**config.mk**
```make
export PLATFORM = sky130hd
export DESIGN_NAME = chat_color_code_filter
export DESIGN_NICKNAME = d
export VERILOG_FILES = /design/src/ccf_pkg.sv /design/src/ccf_step.sv /design/src/chat_color_code_filter.sv
export SDC_FILE = /design/constraint.sdc
export NUM_CORES = 1
export LEC_CHECK = 0
export BUFFER_PORTS_ARGS = -buffer_cell sky130_fd_sc_hd__buf_4
export CAP_MARGIN = 5
export CORE_MARGIN = 4
export CORE_UTILIZATION = 56
export DETAILED_ROUTE_END_ITERATION = 10
export PLACE_DENSITY_LB_ADDON = 0.05
export SLEW_MARGIN = 20
export SYNTH_ARGS = -nofsm -noshare
export SYNTH_HDL_FRONTEND = slang
export SYNTH_SLANG_ARGS = --single-unit
```
**constraint.sdc**
```tcl
create_clock -name clk -period 6.7 [get_ports clk]
set_clock_uncertainty 0.1 [all_clocks]
set_input_delay 0.67 -clock clk [delete_from_list [all_inputs] [get_ports clk]]
set_output_delay 0.67 -clock clk [all_outputs]
set_load 0.02 [all_outputs]
```
**src/ccf_pkg.sv**
```systemverilog
// ----------------------------------------------------------------------------
// ccf_pkg: shared types and constants for the chat color code filter
// Byte codes, terminal action codes, escape phase type and the result struct.
// ----------------------------------------------------------------------------
package ccf_pkg;

  // Byte codes
  localparam logic [7:0] CH_ESCAPE   = 8'h03;
  localparam logic [7:0] CH_BS       = 8'h08;
  localparam logic [7:0] CH_TAB      = 8'h09;
  localparam logic [7:0] CH_NL       = 8'h0A;
  localparam logic [7:0] CH_VT       = 8'h0B;
  localparam logic [7:0] CH_FF       = 8'h0C;
  localparam logic [7:0] CH_CR       = 8'h0D;
  localparam logic [7:0] CH_COMMA    = 8'h2C;
  localparam logic [7:0] CH_PRINT_LO = 8'h20;
  localparam logic [7:0] CH_PRINT_HI = 8'h7E;
  localparam logic [3:0] DIGIT_ROW   = 4'h3;   // 0x30..0x3F count as digits

  localparam logic [3:0] COLOR_DEFAULT = 4'hF;

  // Terminal actions
  localparam logic [2:0] ACT_NONE  = 3'd0;
  localparam logic [2:0] ACT_PRINT = 3'd1;
  localparam logic [2:0] ACT_BS    = 3'd2;
  localparam logic [2:0] ACT_TAB   = 3'd3;
  localparam logic [2:0] ACT_NL    = 3'd4;
  localparam logic [2:0] ACT_VT    = 3'd5;
  localparam logic [2:0] ACT_FF    = 3'd6;
  localparam logic [2:0] ACT_CR    = 3'd7;

  // Escape phase
  typedef enum logic [2:0] {
    PH_IDLE  = 3'd0,  // outside an escape
    PH_ESC   = 3'd1,  // after 0x03
    PH_FG1   = 3'd2,  // after first color digit
    PH_FG2   = 3'd3,  // after the color
    PH_COMMA = 3'd4,  // after the comma
    PH_BG    = 3'd5   // after first background byte
  } phase_t;

  typedef struct packed {
    logic       color_set;
    logic [3:0] fg_color;
    logic [2:0] action;
    logic [6:0] glyph;
  } result_t;

endpackage

```
**src/ccf_step.sv**
```systemverilog
// ----------------------------------------------------------------------------
// ccf_step: escape state and per-byte decode
// Holds phase and pending digit; turns one byte into one result item.
// ----------------------------------------------------------------------------
module ccf_step (
  input  logic             clk,
  input  logic             rst,
  input  logic             en,
  input  logic [7:0]       rx_byte,
  output ccf_pkg::result_t res
);

  ccf_pkg::phase_t phase;
  ccf_pkg::phase_t phase_next;
  ccf_pkg::phase_t phase_base;
  logic [7:0]      pending;
  logic [7:0]      pending_next;

  logic       is_digit;
  logic [3:0] digit;
  logic       plain;
  logic [7:0] two_digit;
  logic [7:0] color_val;

  assign is_digit  = (rx_byte[7:4] == ccf_pkg::DIGIT_ROW);
  assign digit     = rx_byte[3:0];
  // pending*10 + digit - 1, 8-bit wrap
  assign two_digit = (pending << 3) + (pending << 1) + {4'd0, digit} - 8'd1;
  assign color_val = is_digit ? two_digit : pending;

  // Next state
  always_comb begin
    phase_base   = phase;
    pending_next = pending;
    plain        = 1'b0;
    unique case (phase)
      ccf_pkg::PH_IDLE: begin
        plain = 1'b1;
      end
      ccf_pkg::PH_ESC: begin
        if (is_digit) begin
          pending_next = {4'd0, digit};
          phase_base   = ccf_pkg::PH_FG1;
        end else begin
          phase_base = ccf_pkg::PH_IDLE;
          plain      = 1'b1;
        end
      end
      ccf_pkg::PH_FG2: begin
        if (rx_byte == ccf_pkg::CH_COMMA) begin
          phase_base = ccf_pkg::PH_COMMA;
        end else begin
          phase_base = ccf_pkg::PH_IDLE;
          plain      = 1'b1;
        end
      end
      ccf_pkg::PH_COMMA: begin
        phase_base = ccf_pkg::PH_BG;
      end
      ccf_pkg::PH_BG: begin
        phase_base = ccf_pkg::PH_IDLE;
        plain      = !is_digit;
      end
      default: begin
        // first color digit seen (spare codes land here too)
        phase_base   = ccf_pkg::phase_t'(3'(phase) + 3'd1);
        pending_next = 8'd0;
        plain        = !is_digit;
      end
    endcase
    // an escape byte handled as plain text bumps the phase once more
    if (plain && rx_byte == ccf_pkg::CH_ESCAPE) begin
      phase_next = ccf_pkg::phase_t'(3'(phase_base) + 3'd1);
    end else begin
      phase_next = phase_base;
    end
  end

  // Outputs
  always_comb begin
    res = '0;
    unique case (phase) inside
      ccf_pkg::PH_IDLE, ccf_pkg::PH_FG2, ccf_pkg::PH_COMMA, ccf_pkg::PH_BG: begin
        res.color_set = 1'b0;
      end
      ccf_pkg::PH_ESC: begin
        if (!is_digit) begin
          res.color_set = 1'b1;
          res.fg_color  = ccf_pkg::COLOR_DEFAULT;
        end
      end
      default: begin
        res.color_set = 1'b1;
        res.fg_color  = (color_val[7:4] == 4'd0) ? color_val[3:0] : ccf_pkg::COLOR_DEFAULT;
      end
    endcase
    if (plain) begin
      case (rx_byte)
        ccf_pkg::CH_ESCAPE: res.action = ccf_pkg::ACT_NONE;
        ccf_pkg::CH_BS:     res.action = ccf_pkg::ACT_BS;
        ccf_pkg::CH_TAB:    res.action = ccf_pkg::ACT_TAB;
        ccf_pkg::CH_NL:     res.action = ccf_pkg::ACT_NL;
        ccf_pkg::CH_VT:     res.action = ccf_pkg::ACT_VT;
        ccf_pkg::CH_FF:     res.action = ccf_pkg::ACT_FF;
        ccf_pkg::CH_CR:     res.action = ccf_pkg::ACT_CR;
        default: begin
          if (rx_byte >= ccf_pkg::CH_PRINT_LO && rx_byte <= ccf_pkg::CH_PRINT_HI) begin
            res.action = ccf_pkg::ACT_PRINT;
            res.glyph  = rx_byte[6:0];
          end
        end
      endcase
    end
  end

  always_ff @(posedge clk) begin
    if (rst) begin
      phase   <= ccf_pkg::PH_IDLE;
      pending <= 8'd0;
    end else if (en) begin
      phase   <= phase_next;
      pending <= pending_next;
    end
  end

endmodule

```
**src/chat_color_code_filter.sv**
```systemverilog
// ----------------------------------------------------------------------------
// chat_color_code_filter: color escape filter for a received text stream
// Input register, per-byte decode with escape state, result register.
// ----------------------------------------------------------------------------
// Usage:
//   Input channel: in_valid / in_stall carry one received byte (rx_byte) per
//   item. Output channel: out_valid / out_stall carry one result item per
//   input item: color_set, fg_color, action, glyph.
//   An item is taken at a rising edge with valid high and stall low.
//   Throughput: one item per cycle while the receiver does not stall; the
//   escape phase and pending digit are updated in the same cycle the byte
//   moves from the input register to the result register, so consecutive
//   bytes need no bubble. An item passes the input, then the result register.
//   When the receiver stalls, the result register holds its item; an empty
//   input register still takes one more item, after which in_stall rises.
//   Reset (rst, synchronous) empties both registers and returns the escape
//   state to idle with a cleared pending digit.
// ----------------------------------------------------------------------------
module chat_color_code_filter (
  input  logic       clk,
  input  logic       rst,
  input  logic       in_valid,
  output logic       in_stall,
  input  logic [7:0] rx_byte,
  output logic       out_valid,
  input  logic       out_stall,
  output logic       color_set,
  output logic [3:0] fg_color,
  output logic [2:0] action,
  output logic [6:0] glyph
);

  // input register
  logic       in_full;
  logic [7:0] in_byte;

  // result register
  ccf_pkg::result_t res;
  ccf_pkg::result_t res_reg;

  logic res_open;   // result register can take an item this cycle
  logic advance;    // byte moves from input register to result register

  assign res_open = !out_valid || !out_stall;
  assign advance  = in_full && res_open;
  assign in_stall = in_full && !res_open;

  ccf_step u_step (
    .clk     (clk),
    .rst     (rst),
    .en      (advance),
    .rx_byte (in_byte),
    .res     (res)
  );

  always_ff @(posedge clk) begin
    if (rst) begin
      in_full <= 1'b0;
    end else if (!in_stall) begin
      in_full <= in_valid;
    end
  end

  always_ff @(posedge clk) begin
    if (!in_stall && in_valid) begin
      in_byte <= rx_byte;
    end
  end

  always_ff @(posedge clk) begin
    if (rst) begin
      out_valid <= 1'b0;
    end else if (res_open) begin
      out_valid <= in_full;
    end
  end

  always_ff @(posedge clk) begin
    if (advance) begin
      res_reg <= res;
    end
  end

  assign color_set = res_reg.color_set;
  assign fg_color  = res_reg.fg_color;
  assign action    = res_reg.action;
  assign glyph     = res_reg.glyph;

endmodule

```
# Yosys cells after proc, flatten, opt, wreduce, memory -nomap -nowiden
# Cells that the tools add are included.
# W data, S select, Z words.
# word_totals
memories	0
mem_bits_ro	0
register_bits	36
latch_bits	0
mem_bits_rw	0
elab_cells	65
# op_classes
eq_ne	14
muxes	16
div	0
bitwise	3
shift	0
n_mul	0
n_reduce_logical	16
add_sub_neg	5
magnitude_cmp	2
# op_table
cell	count
$eq A8 B4 Y1 const B	6
$mux W8	3
$pmux W3 S7	1
$pmux W8 S2	1
$pmux W3 S5	1
$reduce_or A9 Y1	1
$add A8 B4 Y8	1
$add A8 B8 Y8	1
$eq A8 B2 Y1 const B	1
$eq A8 B6 Y1 const B	1
$ge A8 B6 Y1 const B	1
$le A8 B7 Y1 const B	1
$pmux W4 S2	1
$sub A8 B1 Y8 const B	1
$add A3 B1 Y3 const B	2
$eq A3 B3 Y1 const B	2
$mux W3	2
$logic_and A1 B1 Y1	5
$logic_not A1 Y1	5
$mux W5	1
$eq A4 B2 Y1 const B	1
$logic_not A4 Y1	1
$mux W4	1
$pmux W1 S4	1
other kinds (11)	14

# Logic depth before layout (Yosys ltp)
# Gate-level depths: netlist of run 1.
# logic_depth
word_depth	7
ltp_mapped	12

# Modules after synthesis
# A second synthesis of run 1 with hierarchy kept.
# hier_totals
hier_cells	185
hier_area_um2	1913.1
# modules_own_cells
module	seq_area_each_um2	area_per_inst_um2	instances	cells_per_inst
ccf_step	140.1	1136.1	1	152
chat_color_code_filter	730.7	777.0	1	33

# Least setup slack after synthesis of run 1
# OpenSTA, ideal clock, no wires.
# synth_path
path_kind	flip-flop to flip-flop
from	register in_byte[3]
to	register res_reg (netlist bit fg_color[1]), data pin
slack_ns	3.855
path_stages_with_launch	11
arrival_ns	2.487
synth_period_minus_slack_ns	2.845
cell_sequence	edfxtp_1 > inv_1 > ha_1 > inv_1 > fa_1 > ha_1 > a21o_1 > a211oi_1 > o2bb2ai_1 > nand3_1 > o221a_2
# synth_lines
item	line	text
from (decl)	chat_color_code_filter.sv:35	logic [7:0] in_byte;
from (signal assigned)	chat_color_code_filter.sv:66	in_byte <= rx_byte;
to (signal assigned)	chat_color_code_filter.sv:80	res_reg <= res;
to (decl)	chat_color_code_filter.sv:39	ccf_pkg::result_t res_reg;

==> results.py, run 1 <==
metrics = {
    "synth": {
        "ys.flop_type": "edfxtp_1",
        "async_flop_share": 0,
        "synth_area_leader_cell": "edfxtp_1",
        "synth_edf_count": 23,
        "syn_inst": 183,
        "synth-seq-cells": 32,
        "avgSynthCellArea_um2": 10.6,
        "yosysUniqueCellTypes": 44,
        "synth_top_area_frac": 0.355,
        "syn_nets": 216,
        "synth_area_leaders": "edfxtp_1 (36%), ha_1 (12%), dfxtp_1 (9.3%)",
        "yosysSeqAreaShare": 0.448,
        "yosys_warnings": 0,
        "synth_area_mm2": 0.00194,
    },
    "layout": {
        "fin_cells": 260,
        "nets": 246,
        "multi_input_area_um2": 952,
        "drive_above_1_share": 0.196,
        "finalInstanceArea_mm2": 0.00224,
        "fillerInstances": 267,
        "final-seq-area_um2": 871,
        "num_antenna_cells": 0,
        "syn_to_final_growth_pct": 15.3,
        "fin_util": 0.672,
    },
    "die": {
        "pin_count": 29,
        "die_area_mm2": 0.00448,
        "die_w_um": 66.9,
        "start_util": 0.582,
        "die_h_um": 66.9,
        "core-area_mm2": 0.00334,
        "rows": 21,
    },
    "routing": {
        "wirelength_um": 3740,
        "antenna_left": 0,
        "drtIter0Drc": 80,
        "drc": 0,
        "routed_via_density": 5.55,
        "num_vias": 1444,
        "avgRoutedWirePerCell_um": 14.4,
        "firstDrtPassIters": 4,
    },
    "global_route": {
        "grt_pass1_wl_um": 6240,
        "grt_usage": 0.187,
        "antenna_found_initial": 0,
        "grt_max_degree": 20,
        "grt_pass1_vias": 1437,
        "overflow": 0,
    },
    "setup_path": {
        "crit_chain": "inv_1 -> ha_1 -> inv_1 -> fa_1 -> ha_1 -> a21o_1 -> a211oi_1 -> o2bb2ai_1 -> nand3_1 -> o221a_2",
        "reg2reg_slack_ps": 3630,
        "crit_buf_inv": 2,
        "critPathMaxStageDelay_ps": 500,
        "arrival_ps": 3050,
        "cp_top_family": "adder cells",
        "r2r-start": "in_byte[3]$_DFFE_PP_",
        "cp_slowest_cell": "edfxtp_1",
        "end_kind": "flip-flop",
        "crit_path_start_kind": "flip-flop",
        "path_class": "reg -> reg",
        "critPathMaxFanout": 6,
        "reg2reg_depth": 10,
        "rr_endpoint": "fg_color[1]$_DFFE_PP_",
        "worstPathRequired_ps": 6680,
    },
    "worst_hold_path": {
        "worstHoldPathType": "reg -> reg",
        "holdCritStartpoint": "in_full$_SDFFE_PP0N_",
        "min_to": "out_valid$_SDFFE_PP0N_",
        "hold_depth": 2,
    },
    "timing": {
        "setup_viol": 0,
        "worst_slack_ps": 3630,
        "slew_headroom": 0.537,
        "hold_viol": 0,
        "whs_ps": 403,
        "min_period_ps": 3070,
        "worst_pin_slew_ps": 694,
        "fin_tns_setup_ps": 0,
        "max_freq_ghz": 0.326,
        "rsz0062_at_grt": "no",
        "period_share": 0.458,
        "slew_violations": 0,
    },
    "clock_network": {
        "numCtsBuffers": 5,
        "holdBufCountCts": 0,
        "cts.reportedPaths.clkPinSlew_ps": 100,
        "cts-root-buf": "clkbuf_4",
        "clock-sinks": 32,
        "htree_levels": 2,
        "post_cts_resized": 0,
        "clk_latency_ps": 330,
        "cts_tree": "yes",
        "cts_buffer_depth": 2,
        "cts.repair_timing.setup_buffer_count": 0,
    },
    "placed_design": {
        "post-place-ws_ps": 3660,
        "io_buffers": 28,
        "gp_congestion": 0.954,
        "dpl_cell_area_mm2": 0.00219,
        "dpl.hpwl_um": 2970,
        "dp.cells": 252,
    },
    "run": {
        "maxCapViolCount": 0,
    },
    "pwr": {
        "peakVddDrop_v": 0.000129,
        "power-per-cell-area_mw_per_mm2": 180,
        "p_leak_nw": 0.909,
        "total_power_mw": 0.404,
    },
    "status": {
        "outcome": "completed",
    },
}
## how the worst max path moves through the flow
stage                    startpoint                     to  slack [ps]  depth (start not counted)
2_1_floorplan  in_byte[3]$_DFFE_PP_  fg_color[1]$_DFFE_PP_        3860                         10
3_3_place_gp   in_byte[3]$_DFFE_PP_  fg_color[1]$_DFFE_PP_        3770                         10
3_5_place_dp   in_byte[3]$_DFFE_PP_  fg_color[1]$_DFFE_PP_        3660                         10
4_1_cts        in_byte[3]$_DFFE_PP_  fg_color[1]$_DFFE_PP_        3630                         10
5_1_grt        in_byte[3]$_DFFE_PP_  fg_color[1]$_DFFE_PP_        3500                         10
6_report       in_byte[3]$_DFFE_PP_  fg_color[1]$_DFFE_PP_        3630                         10
## registers in the layout, indices dropped and copies added, names as in the netlist
| signal | cells |
|---|---|
| glyph | 7 |
| action | 3 |
| fg_color | 4 |
| u_step.phase | 3 |
| out_valid | 1 |
| in_full | 1 |
| color_set | 1 |
| in_byte | 8 |
| u_step.pending | 4 |
## tightest hold or removal path: cells and delay by family (launching register included)
| kind | cells | cell delay, ps |
|---|---|---|
| AOI/OAI and AO/OA | 1 | 50 |
| and+or+nand+nor | 1 | 80 |
| DFF | 1 | 350 |
## per-layer routing
| layer | up-vias | global-route usage | routed length, um |
|---|---|---|---|
| met5 | - | 0 | 0 |
| met4 | 0 | 0.0911 | 78 |
| met3 | 7 | 0.0455 | 206 |
| met2 | 41 | 0.317 | 1830 |
| met1 | 666 | 0.220 | 1620 |
| li1 | 730 | - | - |
## cell families after synthesis
group / synth area share
AND/OR/NAND/NOR: 0.151
AO/OA/AOI/OAI: 0.161
flip-flops: 0.448
buffers and inverters: 0.0618
adder cells (fa/ha/maj): 0.143
XOR/XNOR: 0.0225
multiplexers: 0.0122
## layout by cell type, fill, tap and decap left out, types with 3 or more instances in the layout
cell type,Yosys,final
a21oi_1,10,10
a22oi_1,5,5
and2_1,4,4
and3_1,4,4
buf_4,1,28
clkbuf_4,0,5
dfxtp_1,9,9
edfxtp_1,23,23
ha_1,19,19
inv_1,26,26
nand2_1,8,8
nand3_1,4,4
nor2_1,12,12
nor3_1,7,7
o211ai_1,5,5
o21ai_0,5,5
o31ai_1,3,3
xnor2_1,3,3
## power by group
group	internal (mW)	switching, mW
registers	0.223	0.00834
logic	0.0303	0.0398
clock network	0.0399	0.0634
## Yosys cell counts, drive strengths merged, types with 3 or more instances
master,number
ha,19
o21ai,5
clkbuf,4
o31ai,3
nor3,7
edfxtp,23
o211ai,5
a21oi,10
and2,4
and3,4
nor2,12
nand3,4
xnor2,3
nand2,8
a22oi,5
dfxtp,9
inv,26
## area by class of cell
cell class / count / share of cell area
Clock inverter: 2 / 0.00503
Sequential cell: 32 / 0.389
Clock buffer: 6 / 0.0184
Timing Repair Buffer: 28 / 0.0938
Inverter: 26 / 0.0436
Tap cell: 46 / 0.0257
Multi-Input combinational cell: 120 / 0.425
Note: power is estimated with default switching activity, not from simulation.
==> inputs of run 2 (changes only) <==
Clock period 6.7 ns to 3.2 ns, I/O delays scaled along.
==> run 2 against run 1 <==
Compared with the run above: die area did not move; first-iteration DRC count rose by 28%; register-to-register slack got worse by 3500 ps; fmax rose by 1.4%; critical path depth did not move; clock-buffer cell count did not move; global-route usage rose by 0.74 points; core utilization rose by 0.94 points; sequential share of layout area fell by 0.53 points; combinational power rose by 110%; power rose by 130%; sequential cell count did not move; critical path type unchanged.
==> results.py, run 2 (synthesis results as in run 1) <==
metrics = {
    "clock_network": {
        "cts.reportedPaths.clkPinSlew_ps": 90,
        "post_cts_resized": 0,
        "htree_levels": 2,
        "cts-root-buf": "clkbuf_4",
        "cts_buffer_depth": 2,
        "numCtsBuffers": 5,
        "cts_tree": "yes",
        "holdBufCountCts": 0,
        "clock-sinks": 32,
        "cts.repair_timing.setup_buffer_count": 0,
        "clk_latency_ps": 330,
    },
    "pwr": {
        "peakVddDrop_v": 0.000276,
        "power.share.clock": 0.318,
        "power-per-cell-area_mw_per_mm2": 408,
        "intPower_mw": 0.694,
        "total_power_mw": 0.928,
        "power.switching_fraction": 0.252,
        "p_leak_nw": 0.930,
        "seq_power_share": 0.520,
        "switchingPower_mw": 0.234,
        "pwr-share-comb": 0.162,
    },
    "routing": {
        "antenna_left": 0,
        "routed_via_density": 5.67,
        "firstDrtPassIters": 4,
        "num_vias": 1481,
        "wirelength_um": 3830,
        "avgRoutedWirePerCell_um": 14.7,
        "drtIter0Drc": 102,
        "drc": 0,
    },
    "layout": {
        "drive_above_1_share": 0.205,
        "num_antenna_cells": 0,
        "fillerInstances": 274,
        "nets": 247,
        "fin_cells": 261,
        "final_cell_mix": "buf_4 (29), inv_1 (26), edfxtp_1 (23)",
        "layout.cells.most_common": "buf_4",
        "largest_register_ff_count": 8,
        "syn_to_final_growth_pct": 16.9,
        "regMostFlops": "in_byte",
    },
    "placed_design": {
        "dp.cells": 253,
        "dpl.hpwl_um": 2940,
        "io_buffers": 28,
        "gp_congestion": 0.871,
    },
    "die": {
        "core-area_mm2": 0.00334,
        "die_area_mm2": 0.00448,
        "start_util": 0.582,
        "rows": 21,
        "pin_count": 29,
        "die_h_um": 66.9,
        "die_w_um": 66.9,
    },
    "timing": {
        "slew_headroom": 0.523,
        "setup_viol": 0,
        "whs_ps": 61.7,
        "worst_pin_slew_ps": 714,
        "period_share": 0.947,
        "hold_viol": 0,
        "min_period_ps": 3030,
        "max_freq_ghz": 0.330,
        "slew_violations": 0,
        "fin_tns_setup_ps": 0,
        "rsz0062_at_grt": "no",
    },
    "setup_path": {
        "end_kind": "flip-flop",
        "arrival_ps": 3020,
        "worstPathRequired_ps": 3190,
        "crit_path_start_kind": "flip-flop",
        "critPathMaxFanout": 5,
        "path_class": "reg -> reg",
    },
    "global_route": {
        "overflow": 0,
        "grt_use_met1": 0.227,
        "antenna_found_initial": 0,
        "grt_pass1_wl_um": 6310,
        "grt_pass1_vias": 1454,
        "grt_util_met2": 0.325,
        "grt.busiest_layer": "met2",
        "gr-usage-met3": 0.0725,
        "grt_max_degree": 20,
        "grt_usage": 0.195,
    },
    "run": {
        "maxCapViolCount": 0,
    },
    "status": {
        "outcome": "completed",
    },
    "worst_hold_path": {
        "worstHoldPathType": "in -> reg",
    },
}
-- run 2: cell types whose count changed in the layout (fill, tap and decap cells not counted), sizes merged --
cell      change
buf           +1
clkinvlp      -1
bufinv        +1
-- run 2: worst max-delay path, stage by stage, from the launching register on --
cell,delay [ps]
edfxtp_1,500
inv_1,150
ha_1,150
inv_1,50
fa_1,460
ha_1,320
a21o_1,200
a211oi_1,280
o2bb2ai_1,160
nand3_1,120
o221a_2,300
-- run 2: area by class of cell --
| class | instances | area, um2 | area share |
|---|---|---|---|
| Multi-Input combinational cell | 120 | 952 | 0.419 |
| Sequential cell | 32 | 871 | 0.383 |
| Timing Repair Buffer | 29 | 218 | 0.0958 |
| Inverter | 26 | 97.6 | 0.0430 |
| Tap cell | 46 | 57.6 | 0.0253 |
| Clock buffer | 6 | 41.3 | 0.0182 |
| Clock inverter | 2 | 35.0 | 0.0154 |
-- run 2: metrics by stage --
step	utilization	cell area (um2)	setup WS, ps
after floorplan	-	1940	355
after global placement	0.658	2200	352
after detailed placement	0.658	2200	273
after CTS	0.681	2270	230
after global routing	0.681	2270	32.3
final	0.681	2270	171
-- run 2: path summary, 6_finish.rpt --
path / slack (ps) / cells after the start / from / end
setup / recovery: 170 / 10 / in_byte[2]$_DFFE_PP_ / fg_color[1]$_DFFE_PP_
hold / removal: 60 / 1 / rx_byte[1] / in_byte[1]$_DFFE_PP_
setup reg to reg: 170 / 10 / in_byte[2]$_DFFE_PP_ / fg_color[1]$_DFFE_PP_
hold reg to reg: 420 / 2 / in_full$_SDFFE_PP0N_ / out_valid$_SDFFE_PP0N_
-- run 2: layer usage --
metal	part of all wire	vias to the layer above
li1	-	731
met1	0.41	696
met2	0.52	50
met3	0.059	4
met4	0.0065	0
met5	0	-
-- run 2: power groups by stage --
| stage | clock network [mW] | logic, mW | registers [mW] |
|---|---|---|---|
| 2_1_floorplan | 0 | 0.0897 | 0.500 |
| 3_3_place_gp | 0 | 0.145 | 0.492 |
| 3_5_place_dp | 0 | 0.149 | 0.492 |
| 4_1_cts | 0.300 | 0.151 | 0.483 |
| 5_1_grt | 0.329 | 0.168 | 0.485 |
| 6_report | 0.295 | 0.150 | 0.483 |
